<file path="src/sv/mpts_pkg.sv">
// shared constants, codes and types for the midi pulse tone synth
package mpts_pkg;

  // sizes
  localparam int CHANNELS     = 2;
  localparam int VOICES       = 2;
  localparam int COUNT_BITS   = 16;
  localparam int PERIOD_BITS  = 16;
  localparam int DUTY_BITS    = 8;
  localparam int NOTE_BITS    = 7;
  localparam int TABLE_DEPTH  = 128;
  localparam int CMP_BITS     = (COUNT_BITS > PERIOD_BITS) ? COUNT_BITS : PERIOD_BITS;
  localparam int VOICE_TOTAL  = CHANNELS * VOICES;
  localparam int VIDX_BITS    = $clog2(VOICE_TOTAL);
  localparam int CH_BITS      = $clog2(CHANNELS);

  // stream widths
  localparam int IN_BITS      = 40;
  localparam int OUT_BITS     = 8;

  // register reset values
  localparam logic [DUTY_BITS-1:0] DUTY_RESET = DUTY_BITS'(10);

  // input opcodes
  localparam logic [1:0] OP_MIDI  = 2'd0;
  localparam logic [1:0] OP_TICK  = 2'd1;
  localparam logic [1:0] OP_TABLE = 2'd2;

  // config register indexes
  localparam logic [1:0] REG_DUTY_CH0   = 2'd0;
  localparam logic [1:0] REG_DUTY_CH1   = 2'd1;
  localparam logic [1:0] REG_ENABLE_CH0 = 2'd2;
  localparam logic [1:0] REG_ENABLE_CH1 = 2'd3;

  // midi status nibbles
  localparam logic [3:0] STATUS_NOTE_OFF = 4'h8;
  localparam logic [3:0] STATUS_NOTE_ON  = 4'h9;

  // voice bank commands
  localparam logic [1:0] CMD_NONE  = 2'd0;
  localparam logic [1:0] CMD_START = 2'd1;
  localparam logic [1:0] CMD_STOP  = 2'd2;
  localparam logic [1:0] CMD_TICK  = 2'd3;

  typedef struct packed {
    logic [1:0]           kind;
    logic [CH_BITS-1:0]   ch;
    logic [NOTE_BITS-1:0] note;
  } cmd_t;

endpackage

</file>
<file path="src/sv/midi_pulse_tone_synth.sv">
// top level: midi parser, period table memory, command stage and output register
// a tick transaction's drive levels pass through the command stage and then the output register
// throughput: one input transaction per cycle; only an unaccepted tick result stalls input
// the note period comes from a registered synchronous table read, applied in the command stage
// reset: synchronous rst clears parser, voices, config registers and valid flags; the period table is not cleared
// and must be written before a note that uses an entry is started
module midi_pulse_tone_synth (
  input  logic                               clk,
  input  logic                               rst,
  // opcode[1:0], midi_byte[9:2], table_index[16:10], table_value[32:17], zero pad
  input  logic [mpts_pkg::IN_BITS-1:0]       s_tdata,
  input  logic                               s_tvalid,
  output logic                               s_tready,
  // drive_ch0[0], drive_ch1[1], zero pad
  output logic [mpts_pkg::OUT_BITS-1:0]      m_tdata,
  output logic                               m_tvalid,
  input  logic                               m_tready,
  input  logic                               cfg_we,
  input  logic [1:0]                         cfg_index,
  input  logic [mpts_pkg::DUTY_BITS-1:0]     cfg_data
);
  import mpts_pkg::*;

  // input fields
  logic [1:0]             in_opcode;
  logic [7:0]             in_byte;
  logic [NOTE_BITS-1:0]   in_index;
  logic [PERIOD_BITS-1:0] in_value;
  logic                   accept;

  // config registers
  logic [CHANNELS-1:0][DUTY_BITS-1:0] duty;
  logic [CHANNELS-1:0]                enable;

  // parser state
  logic                 mode_on;
  logic [3:0]           cur_ch;
  logic                 expect_second;
  logic [NOTE_BITS-1:0] held_note;
  cmd_t                 cmd_next;

  // command stage and table
  logic                   s1_valid;
  cmd_t                   s1_cmd;
  logic                   s1_fire;
  logic [PERIOD_BITS-1:0] period_mem [TABLE_DEPTH];
  logic [PERIOD_BITS-1:0] period_rd;
  logic [CHANNELS-1:0]    tick_drive;

  assign in_opcode = s_tdata[1:0];
  assign in_byte   = s_tdata[9:2];
  assign in_index  = s_tdata[16:10];
  assign in_value  = s_tdata[32:17];
  assign accept    = s_tvalid && s_tready;

  // config write port
  always_ff @(posedge clk) begin
    if (rst) begin
      duty   <= {CHANNELS{DUTY_RESET}};
      enable <= '1;
    end else if (cfg_we) begin
      unique case (cfg_index)
        REG_DUTY_CH0:   duty[0]   <= cfg_data;
        REG_DUTY_CH1:   duty[1]   <= cfg_data;
        REG_ENABLE_CH0: enable[0] <= cfg_data[0];
        REG_ENABLE_CH1: enable[1] <= cfg_data[0];
        default: begin
        end
      endcase
    end
  end

  // decode the accepted transaction into a voice command
  always_comb begin
    cmd_next.kind = CMD_NONE;
    cmd_next.ch   = cur_ch[CH_BITS-1:0];
    cmd_next.note = held_note;
    if (in_opcode == OP_TICK) begin
      cmd_next.kind = CMD_TICK;
    end else if (in_opcode == OP_MIDI && !in_byte[7] && expect_second &&
                 cur_ch < 4'(CHANNELS)) begin
      cmd_next.kind = (mode_on && in_byte != 8'd0) ? CMD_START : CMD_STOP;
    end
  end

  // running status and data byte pairing
  always_ff @(posedge clk) begin
    if (rst) begin
      mode_on       <= 1'b1;
      cur_ch        <= '0;
      expect_second <= 1'b0;
      held_note     <= '0;
    end else if (accept && in_opcode == OP_MIDI) begin
      if (in_byte[7:4] == STATUS_NOTE_ON || in_byte[7:4] == STATUS_NOTE_OFF) begin
        mode_on <= (in_byte[7:4] == STATUS_NOTE_ON);
        cur_ch  <= in_byte[3:0];
      end else if (!in_byte[7]) begin
        if (!expect_second) begin
          held_note     <= in_byte[NOTE_BITS-1:0];
          expect_second <= 1'b1;
        end else begin
          expect_second <= 1'b0;
        end
      end
    end
  end

  // period table: write on table transactions, read the held note on every accept
  always_ff @(posedge clk) begin
    if (accept && in_opcode == OP_TABLE) begin
      period_mem[in_index] <= in_value;
    end
    if (accept) begin
      period_rd <= period_mem[held_note];
    end
  end

  // command stage, stalls only when a tick result cannot be stored
  assign s1_fire  = s1_valid && (s1_cmd.kind != CMD_TICK || !m_tvalid || m_tready);
  assign s_tready = !s1_valid || s1_fire;

  always_ff @(posedge clk) begin
    if (rst) begin
      s1_valid <= 1'b0;
    end else if (s_tready) begin
      s1_valid <= s_tvalid;
    end
  end

  always_ff @(posedge clk) begin
    if (accept) begin
      s1_cmd <= cmd_next;
    end
  end

  mpts_voice_bank u_voices (
    .clk        (clk),
    .rst        (rst),
    .cmd_valid  (s1_fire),
    .cmd        (s1_cmd),
    .period_in  (period_rd),
    .duty       (duty),
    .enable     (enable),
    .tick_drive (tick_drive)
  );

  // output register
  always_ff @(posedge clk) begin
    if (rst) begin
      m_tvalid <= 1'b0;
    end else if (s1_fire && s1_cmd.kind == CMD_TICK) begin
      m_tvalid <= 1'b1;
    end else if (m_tready) begin
      m_tvalid <= 1'b0;
    end
  end

  always_ff @(posedge clk) begin
    if (s1_fire && s1_cmd.kind == CMD_TICK) begin
      m_tdata <= {(OUT_BITS-CHANNELS)'(0), tick_drive};
    end
  end

endmodule

</file>
<file path="src/sv/mpts_voice_bank.sv">
// voice state registers, note start/stop and per-tick pulse generation
module mpts_voice_bank (
  input  logic                                          clk,
  input  logic                                          rst,
  input  logic                                          cmd_valid,
  input  mpts_pkg::cmd_t                                cmd,
  input  logic [mpts_pkg::PERIOD_BITS-1:0]              period_in,
  input  logic [mpts_pkg::CHANNELS-1:0][mpts_pkg::DUTY_BITS-1:0] duty,
  input  logic [mpts_pkg::CHANNELS-1:0]                 enable,
  output logic [mpts_pkg::CHANNELS-1:0]                 tick_drive
);
  import mpts_pkg::*;

  logic [VOICE_TOTAL-1:0]                  active;
  logic [VOICE_TOTAL-1:0][NOTE_BITS-1:0]   note;
  logic [VOICE_TOTAL-1:0][COUNT_BITS-1:0]  count;
  logic [VOICE_TOTAL-1:0][PERIOD_BITS-1:0] period;
  logic [CHANNELS-1:0]                     last_used;
  logic [CHANNELS-1:0]                     drive;

  logic [VOICE_TOTAL-1:0][COUNT_BITS-1:0]  count_inc;
  logic [VOICE_TOTAL-1:0][COUNT_BITS-1:0]  count_next;
  logic [VOICE_TOTAL-1:0]                  voice_high;
  logic [VIDX_BITS-1:0]                    start_idx;
  logic [VIDX_BITS-1:0]                    stop_idx0;
  logic [VIDX_BITS-1:0]                    stop_idx1;
  logic                                    match0;
  logic                                    match1;

  // per-voice counter step and pulse level
  always_comb begin
    for (int i = 0; i < VOICE_TOTAL; i++) begin
      count_inc[i]  = count[i] + COUNT_BITS'(1);
      voice_high[i] = active[i] &&
                      (CMP_BITS'(count_inc[i]) < CMP_BITS'(duty[i / VOICES]));
      count_next[i] = (CMP_BITS'(count_inc[i]) > CMP_BITS'(period[i]))
                      ? '0 : count_inc[i];
    end
  end

  // channel drive is the xor of its voices, held when disabled
  always_comb begin
    for (int c = 0; c < CHANNELS; c++) begin
      tick_drive[c] = enable[c] ? (voice_high[c*VOICES] ^ voice_high[c*VOICES+1])
                                : drive[c];
    end
  end

  // voice selection for note events
  always_comb begin
    start_idx = {cmd.ch, ~last_used[cmd.ch]};
    stop_idx0 = {cmd.ch, 1'b0};
    stop_idx1 = {cmd.ch, 1'b1};
    match0    = (note[stop_idx0] == cmd.note);
    match1    = (note[stop_idx1] == cmd.note);
  end

  // state update
  always_ff @(posedge clk) begin
    if (rst) begin
      active    <= '0;
      note      <= '0;
      count     <= '0;
      last_used <= '0;
      drive     <= '0;
    end else if (cmd_valid) begin
      unique case (cmd.kind)
        CMD_START: begin
          last_used[cmd.ch] <= ~last_used[cmd.ch];
          active[start_idx] <= 1'b1;
          note[start_idx]   <= cmd.note;
          count[start_idx]  <= '0;
        end
        CMD_STOP: begin
          if (match0) begin
            active[stop_idx0] <= 1'b0;
          end
          if (match1) begin
            active[stop_idx1] <= 1'b0;
          end
          // later voice decides the marker
          if (match1) begin
            last_used[cmd.ch] <= 1'b0;
          end else if (match0) begin
            last_used[cmd.ch] <= 1'b1;
          end
        end
        CMD_TICK: begin
          for (int i = 0; i < VOICE_TOTAL; i++) begin
            if (enable[i / VOICES] && active[i]) begin
              count[i] <= count_next[i];
            end
          end
          drive <= tick_drive;
        end
        default: begin
        end
      endcase
    end
  end

  // period is payload, loaded on note start
  always_ff @(posedge clk) begin
    if (cmd_valid && cmd.kind == CMD_START) begin
      period[start_idx] <= period_in;
    end
  end

endmodule
</file>
<file path="config.mk">
export PLATFORM = sky130hd
export DESIGN_NAME = midi_pulse_tone_synth
export DESIGN_NICKNAME = d
export VERILOG_FILES = /design/src/sv/mpts_pkg.sv /design/src/sv/midi_pulse_tone_synth.sv /design/src/sv/mpts_voice_bank.sv
export SDC_FILE = /design/constraint.sdc
export NUM_CORES = 2
export LEC_CHECK = 0
export BUFFER_PORTS_ARGS = -buffer_cell sky130_fd_sc_hd__buf_2
export CORE_MARGIN = 2
export CORE_UTILIZATION = 25
export CTS_BUF_LIST = sky130_fd_sc_hd__clkbuf_4 sky130_fd_sc_hd__clkbuf_8
export DETAILED_ROUTE_END_ITERATION = 8
export PLACE_DENSITY_LB_ADDON = 0.08
export SYNTH_ARGS = -nofsm -noshare
export SYNTH_HDL_FRONTEND = slang
export SYNTH_SLANG_ARGS = --single-unit
</file>
<file path="constraint.sdc">
create_clock -name clk -period 4.6 [get_ports clk]
set_input_delay 1.38 -clock clk [delete_from_list [all_inputs] [get_ports clk]]
set_output_delay 1.38 -clock clk [all_outputs]
set_load 0.01 [all_outputs]
</file>
* Word level (Yosys, flattened, before mapping)
Memories as Yosys holds them, arrays and structs flattened. A register that Yosys moved wholly into a read port is not among the register bits. Cells that the tools add are included.
Storage, ports and cells: input port bits 55, bits in registers 209, output and inout bits 10, bits in writable memories 2048, memories kept 1, word-level logic and storage cells 183
Operators by class: add/subtract/negate cells 4, reductions and logical operators 50, multiplexer cells 48, order comparisons 17, equal/unequal tests 18, bitwise logic cells 16
Memories:
- period_mem | words 128, width 16, rd ports 1, clocked after Yosys merged registers in 1, write ports 1, RTL line midi_pulse_tone_synth.sv:46 | logic [PERIOD_BITS-1:0] period_mem [TABLE_DEPTH];
Operators by type and width (number):
- $mux 16 | 9
- $pmux 64 s2 | 1
- $add 16x1->16 const B | 4
- $and 64x64->64 | 1
- $bwmux 64 | 1
- $gt 16x16->1 | 4
- $lt 16x8->1 | 4
- $not 64->64 | 1
- $mux 7 | 5
- $demux 16 s2 | 1
- $bwmux 28 | 1
- $logic_and 1x1->1 | 22
- $mux 4 | 5
- $reduce_and 3->1 | 6
- $reduce_and 2->1 | 8
- $demux 7 s2 | 1
- $eq 7x7->1 | 2
- $mux 1 | 13
- $eq 2x2->1 const B | 5
- $lt 2x3->1 const B | 3
- $and 4x4->4 | 2
- $eq 4x4->1 const B | 2
- $mux 2 | 4
- $ne 2x1->1 const B | 4
- other kinds (26) | 44

* Logic depth before layout (Yosys ltp)
depth in word-level cells 13, gate-level depth with buffers 15, mapped depth without buffers 13

* Modules after synthesis
From an unflattened synthesis, not the netlist that was laid out.
Second synthesis, totals: cell total of the unflattened synthesis 4337, area total of the unflattened synthesis 90286.6 µm²
Modules (own cells, without submodules):
- midi_pulse_tone_synth | cells an instance 3246, sequential area each 63000.4 µm², area each 80359.6 µm², times used 1
- mpts_voice_bank | cells an instance 1091, sequential area each 3923.8 µm², area each 9927.0 µm², times used 1

* Least setup slack after synthesis
Ideal clock, no wire load.
path kind input to register, from input port m_tready, to memory period_mem[91][0] (enable), arrival time 3.506 ns, library setup time 0.389 ns, path slack 0.706 ns, data required time 4.212 ns, stages 9, path through nor2b_1 nand3_1 nand2_1 nor2_1 nand3_1 or3b_2 clkbuf_1 clkbuf_1 nor2_1
On the way: cells in the longest elaborated chain, start to end 7
Ends and longest elaborated chain:
- start: declaration | RTL line midi_pulse_tone_synth.sv:17 | input logic m_tready,
- $logic_or 1x1->1 | RTL line midi_pulse_tone_synth.sv:119 | assign s1_fire = s1_valid && (s1_cmd.kind != CMD_TICK || !m_tvalid || m_tready);
- $logic_and 1x1->1 | RTL line midi_pulse_tone_synth.sv:119
- $logic_or 1x1->1 | RTL line midi_pulse_tone_synth.sv:120 | assign s_tready = !s1_valid || s1_fire;
- named net s_tready | RTL line midi_pulse_tone_synth.sv:13 | output logic s_tready,
- $logic_and 1x1->1 | RTL line midi_pulse_tone_synth.sv:54 | assign accept = s_tvalid && s_tready;
- $logic_and 1x1->1 | RTL line midi_pulse_tone_synth.sv:110 | if (accept && in_opcode == OP_TABLE) begin
- $mux 1 | RTL line midi_pulse_tone_synth.sv:110
- $mux 1 (implied by the code) | RTL line midi_pulse_tone_synth.sv:111 | period_mem[in_index] <= in_value;
- end: declaration | RTL line midi_pulse_tone_synth.sv:46
The timed path passes the listed nets, and every way through them passes these cells.

* Worst setup path after layout
from register u_voices.count[51] (netlist name), to register m_tdata[1] (netlist name) (data pin)
On the way: cells in the longest elaborated chain, start to end 5
Ends and longest elaborated chain:
- start: declaration | RTL line mpts_voice_bank.sv:16 | logic [VOICE_TOTAL-1:0][COUNT_BITS-1:0] count;
- start signal: indexed assignment | RTL line mpts_voice_bank.sv:91 | count[i] <= count_next[i];
- $add 16x1->16 | RTL line mpts_voice_bank.sv:33 | count_inc[i] = count[i] + COUNT_BITS'(1);
- $lt 16x8->1 | RTL line mpts_voice_bank.sv:35 | (CMP_BITS'(count_inc[i]) < CMP_BITS'(duty[i / VOICES]));
- $logic_and 1x1->1 | RTL line mpts_voice_bank.sv:34 | voice_high[i] = active[i] &&
- $xor 1x1->1 | RTL line mpts_voice_bank.sv:44 | tick_drive[c] = enable[c] ? (voice_high[c*VOICES] ^ voice_high[c*VOICES+1])
- $mux 1 | RTL line mpts_voice_bank.sv:44
- named net tick_drive[1] | RTL line midi_pulse_tone_synth.sv:48 | logic [CHANNELS-1:0] tick_drive;
- end signal: assignment | RTL line midi_pulse_tone_synth.sv:160 | m_tdata <= {(OUT_BITS-CHANNELS)'(0), tick_drive};
- end: declaration | RTL line midi_pulse_tone_synth.sv:15 | output logic [mpts_pkg::OUT_BITS-1:0] m_tdata,
The timed path passes the listed nets, and every way through them passes these cells. A chain may end at the register's enable or synchronous reset.

==> impl_metrics.prom <==
# TYPE chip_impl_metric gauge
chip_impl_metric{name="cts.reportedPaths.clkPinSlew",unit="ns"} 0.06
chip_impl_metric{name="finalInstanceArea",unit="um2"} 106700
chip_impl_metric{name="detailedPlacementHpwl",unit="um"} 165200
chip_impl_metric{name="synth_area_per_cell",unit="um2"} 20.58
chip_impl_metric{name="die_area",unit="um2"} 366400
chip_impl_metric{name="postSynth.asyncResetShare",unit="%"} 0
chip_impl_metric{name="post_cts_resized",unit=""} 0
chip_impl_metric{name="layout.nets",unit=""} 5093
chip_impl_metric{name="timing.fmax",unit="MHz"} 258.0
chip_impl_metric{name="antenna_left",unit=""} 0
chip_impl_info{name="crit_path_cell_trace",value="nand4_1 -> nor2_1 -> buf_4 -> xor2_1 -> ha_1 -> nand2_1 -> o21ai_0 -> nor4_1 -> o2111ai_1 -> nor4_1 -> xor2_1 -> a21oi_1"} 1
chip_impl_metric{name="final.setup.tns",unit="ns"} 0
chip_impl_metric{name="track_usage",unit="%"} 14.49
chip_impl_metric{name="largest_net_degree_at_the_start_of_global_routing",unit=""} 129
chip_impl_metric{name="ff_latch_area",unit="um2"} 66940
chip_impl_metric{name="slew-limit-headroom",unit="%"} 16.07
chip_impl_metric{name="ys_seq_area_share",unit="%"} 74.03
chip_impl_metric{name="detailed_routing_iteration_count_for_the_pre_antenna_repair_pass",unit=""} 5
chip_impl_metric{name="maxCapViolations",unit=""} 0
chip_impl_metric{name="drive_above_1_share",unit="%"} 33.61
chip_impl_metric{name="fin_worst_skew",unit="ns"} 0.05043
chip_impl_metric{name="timing_worst_slew_pin_value",unit="ns"} 1.259
chip_impl_metric{name="dr_wl_met3",unit="um"} 12570
chip_impl_metric{name="first_pass_grt_wire_length",unit="um"} 374700
chip_impl_metric{name="gp_routability_congestion",unit=""} 0.7403
chip_impl_metric{name="route.vias.total",unit=""} 44520
chip_impl_info{name="yosysTopAreaCell",value="sky130_fd_sc_hd__edfxtp_1"} 1
chip_impl_metric{name="clock_tree.buffer_depth",unit=""} 4
chip_impl_metric{name="route.layer.met1.wl",unit="um"} 126000
chip_impl_metric{name="gr-total-overflow",unit=""} 0
chip_impl_metric{name="leakage",unit="uW"} 0.03315
chip_impl_metric{name="met2_wirelength",unit="um"} 121400
chip_impl_info{name="worst_r2r_startpoint",value="u_voices.count[51]"} 1
chip_impl_metric{name="critical_path_peak_fanout",unit=""} 8
chip_impl_metric{name="critPathBufInv",unit=""} 1
chip_impl_metric{name="top_level_port_count",unit=""} 65
chip_impl_metric{name="rows",unit=""} 220
chip_impl_metric{name="portBuffers",unit=""} 51
chip_impl_metric{name="total_standard_cell_area_after_synthesis",unit="um2"} 90400
chip_impl_info{name="critical_path.endpoint_type",value="flop"} 1
chip_impl_metric{name="postCtsSetupRepairBufs",unit=""} 0
chip_impl_info{name="cts_tree",value="yes"} 1
chip_impl_info{name="cp_slowest_cell",value="sky130_fd_sc_hd__dfxtp_1"} 1
chip_impl_metric{name="clk_latency",unit="ns"} 1.06
chip_impl_metric{name="die_h",unit="um"} 605.3
chip_impl_metric{name="synth_enable_flop_cells",unit=""} 2140
chip_impl_info{name="min_from",value="cur_ch[0]"} 1
chip_impl_info{name="final_cell_mix",value="sky130_fd_sc_hd__edfxtp_1 (2140), sky130_fd_sc_hd__mux4_2 (640), sky130_fd_sc_hd__clkbuf_8 (432), sky130_fd_sc_hd__buf_4 (258), sky130_fd_sc_hd__nor2_1 (149)"} 1
chip_impl_info{name="postSynth.topFlopCell",value="sky130_fd_sc_hd__edfxtp_1"} 1
chip_impl_metric{name="placed_cell_area",unit="um2"} 98680
chip_impl_info{name="criticalPathCategory",value="flop to flop"} 1
chip_impl_info{name="synth.area.top_cells",value="sky130_fd_sc_hd__edfxtp_1 (71%), sky130_fd_sc_hd__mux4_2 (16%), sky130_fd_sc_hd__dfxtp_1 (2.9%)"} 1
chip_impl_metric{name="finalHoldViolations",unit=""} 0
chip_impl_metric{name="synth_largest_type_area_fraction",unit="%"} 71.09
chip_impl_metric{name="ys_types",unit=""} 73
chip_impl_metric{name="route.detailed.vias_per_inst",unit=""} 4.430
chip_impl_metric{name="cts_max_level",unit=""} 5
chip_impl_metric{name="arrival_time_of_data_at_the_critical_path_endpoint",unit="ns"} 4.67
chip_impl_metric{name="initial_standard_cell_utilization_of_the_core",unit="%"} 25.15
chip_impl_metric{name="wl_per_cell",unit="um"} 26.65
chip_impl_info{name="critical_path.startpoint",value="u_voices.count[51]"} 1
chip_impl_metric{name="finalHoldWorstSlack",unit="ns"} 0.4345
chip_impl_metric{name="post-route-period-util",unit="%"} 84.26
chip_impl_metric{name="postRouteWirelength",unit="um"} 267900
chip_impl_metric{name="vdd.ir_drop.worst",unit="uV"} 191.6
chip_impl_metric{name="power.density",unit="nW/um2"} 399.9
chip_impl_metric{name="core_box_area",unit="um2"} 359500
chip_impl_metric{name="numCtsBuffers",unit=""} 422
chip_impl_info{name="cts.root.buffer_cell",value="sky130_fd_sc_hd__clkbuf_8"} 1
chip_impl_info{name="highest-signal-layer",value="met5"} 1
chip_impl_metric{name="multi_input_comb_area",unit="um2"} 22280
chip_impl_metric{name="ys_warn_count",unit=""} 0
chip_impl_metric{name="placedCellCount",unit=""} 9288
chip_impl_info{name="critical_path.top_delay_family",value="simple AND/OR/NAND/NOR gates"} 1
chip_impl_metric{name="timing.critical_path.slowest_cell_delay",unit="ns"} 0.50
chip_impl_metric{name="timing.final.crit_period",unit="ns"} 3.876
chip_impl_info{name="hold_path_class",value="flop to flop"} 1
chip_impl_metric{name="syn_to_final_growth",unit="%"} 17.98
chip_impl_info{name="status",value="finished, final reports clean"} 1
chip_impl_metric{name="finalSetupViolCount",unit=""} 0
chip_impl_metric{name="drc",unit=""} 0
chip_impl_metric{name="vias_in_the_first_global_route",unit=""} 47130
chip_impl_metric{name="first_iter_violations",unit=""} 3203
chip_impl_metric{name="cts.sinks",unit=""} 2273
chip_impl_metric{name="report.final.slew_viol_count",unit=""} 0
chip_impl_metric{name="ys_ff_latch",unit=""} 2273
chip_impl_metric{name="cts-hold-fix-buffers",unit=""} 0
chip_impl_metric{name="fp.dieW",unit="um"} 605.3
chip_impl_info{name="layout.cells.most_common",value="sky130_fd_sc_hd__edfxtp_1"} 1
chip_impl_metric{name="nFillCells",unit=""} 35290
chip_impl_info{name="cp-start-kind",value="flop"} 1
chip_impl_info{name="rsz0062_at_grt",value="no"} 1
chip_impl_metric{name="number_of_antenna_violations_at_the_first_check_in_global_routing",unit=""} 30
chip_impl_metric{name="syn-instance-count",unit=""} 4392
chip_impl_metric{name="final_cells",unit=""} 10050
chip_impl_metric{name="timing.critical_path.required",unit="ns"} 5.40
==> cell type report <==
type,count,share of cell area (%)
clock inverter,166,0.8693
antenna,26,0.06100
clock buffer,571,6.553
inverter,109,0.3836
multi-input combinational,1792,20.89
tap,4773,5.599
timing repair buffer,341,2.881
sequential,2273,62.76
==> Yosys cell counts, drive strengths merged (20+ instances only) <==
master / count
edfxtp: 2140
mux4: 640
nor2: 236
nand2: 138
dfxtp: 133
buf: 117
inv: 108
clkbuf: 106
ha: 99
mux2i: 81
o21ai: 59
a21oi: 47
nand3: 47
xnor2: 45
nand4: 37
mux2: 32
nor4: 26
nor2b: 25
nor3: 21
o22ai: 21
xor2: 20
==> state kept, by name, indices dropped and copies added, names as in the netlist, 2 cells and up, named ones only <==
signal           cells
m_tdata              2
u_voices.active      4
period_rd           16
u_voices.count      64
u_voices.drive       2
s1_cmd              10
u_voices.period     64
held_note            7
cur_ch               4
duty                16
enable               2
u_voices.note       28
period_mem        2048
==> kinds of logic (layout without fill, tap and decap cells) <==
logic type               after synthesis  in the layout  share of synthesized area (%)
flip-flops                          2273           2273                          74.03
multiplexers                         753            753                          17.24
XOR/XNOR                              65             65                         0.6298
buffers and inverters                332           1187                          1.606
AO/OA/AOI/OAI                        261            261                          1.954
adder cells (fa/ha/maj)               99             99                          1.370
AND/OR/NAND/NOR                      608            608                          3.164
other                                  1             32                       0.004148
==> path summary, 6_finish.rpt <==
check,endpoint,slack [ns],cells past startpoint
hold reg to reg,s1_cmd[7],0.43,0
setup reg to reg,m_tdata[1],0.72,12
setup / recovery,m_tdata[1],0.72,12
hold / removal,s1_cmd[7],0.43,0
==> per-stage QoR <==
step / total power (uW) / util [%] / setup WS, ns
after global placement: 24440 / 27.45 / -0.04685
after global routing: 44430 / 29.66 / 0.4353
final: 42660 / 29.67 / 0.7242
after detailed placement: 24450 / 27.45 / -0.04924
after CTS: 43520 / 29.65 / 0.6712
after floorplan: 23630 / - / 0.7059
==> layer usage <==
layer / up-vias / GRT usage (%)
met3: 439 / 2.718
met4: 2 / 4.283
met1: 23770 / 20.63
met2: 972 / 22.44
met5: - / 0
li1: 19340 / -
==> power breakdown <==
part,internal (uW),switching [uW]
Sequential,22700,67.9
Clock,10100,8620
Combinational,389,847
Total,33100,9530
Power figures use the tool's default switching activity.
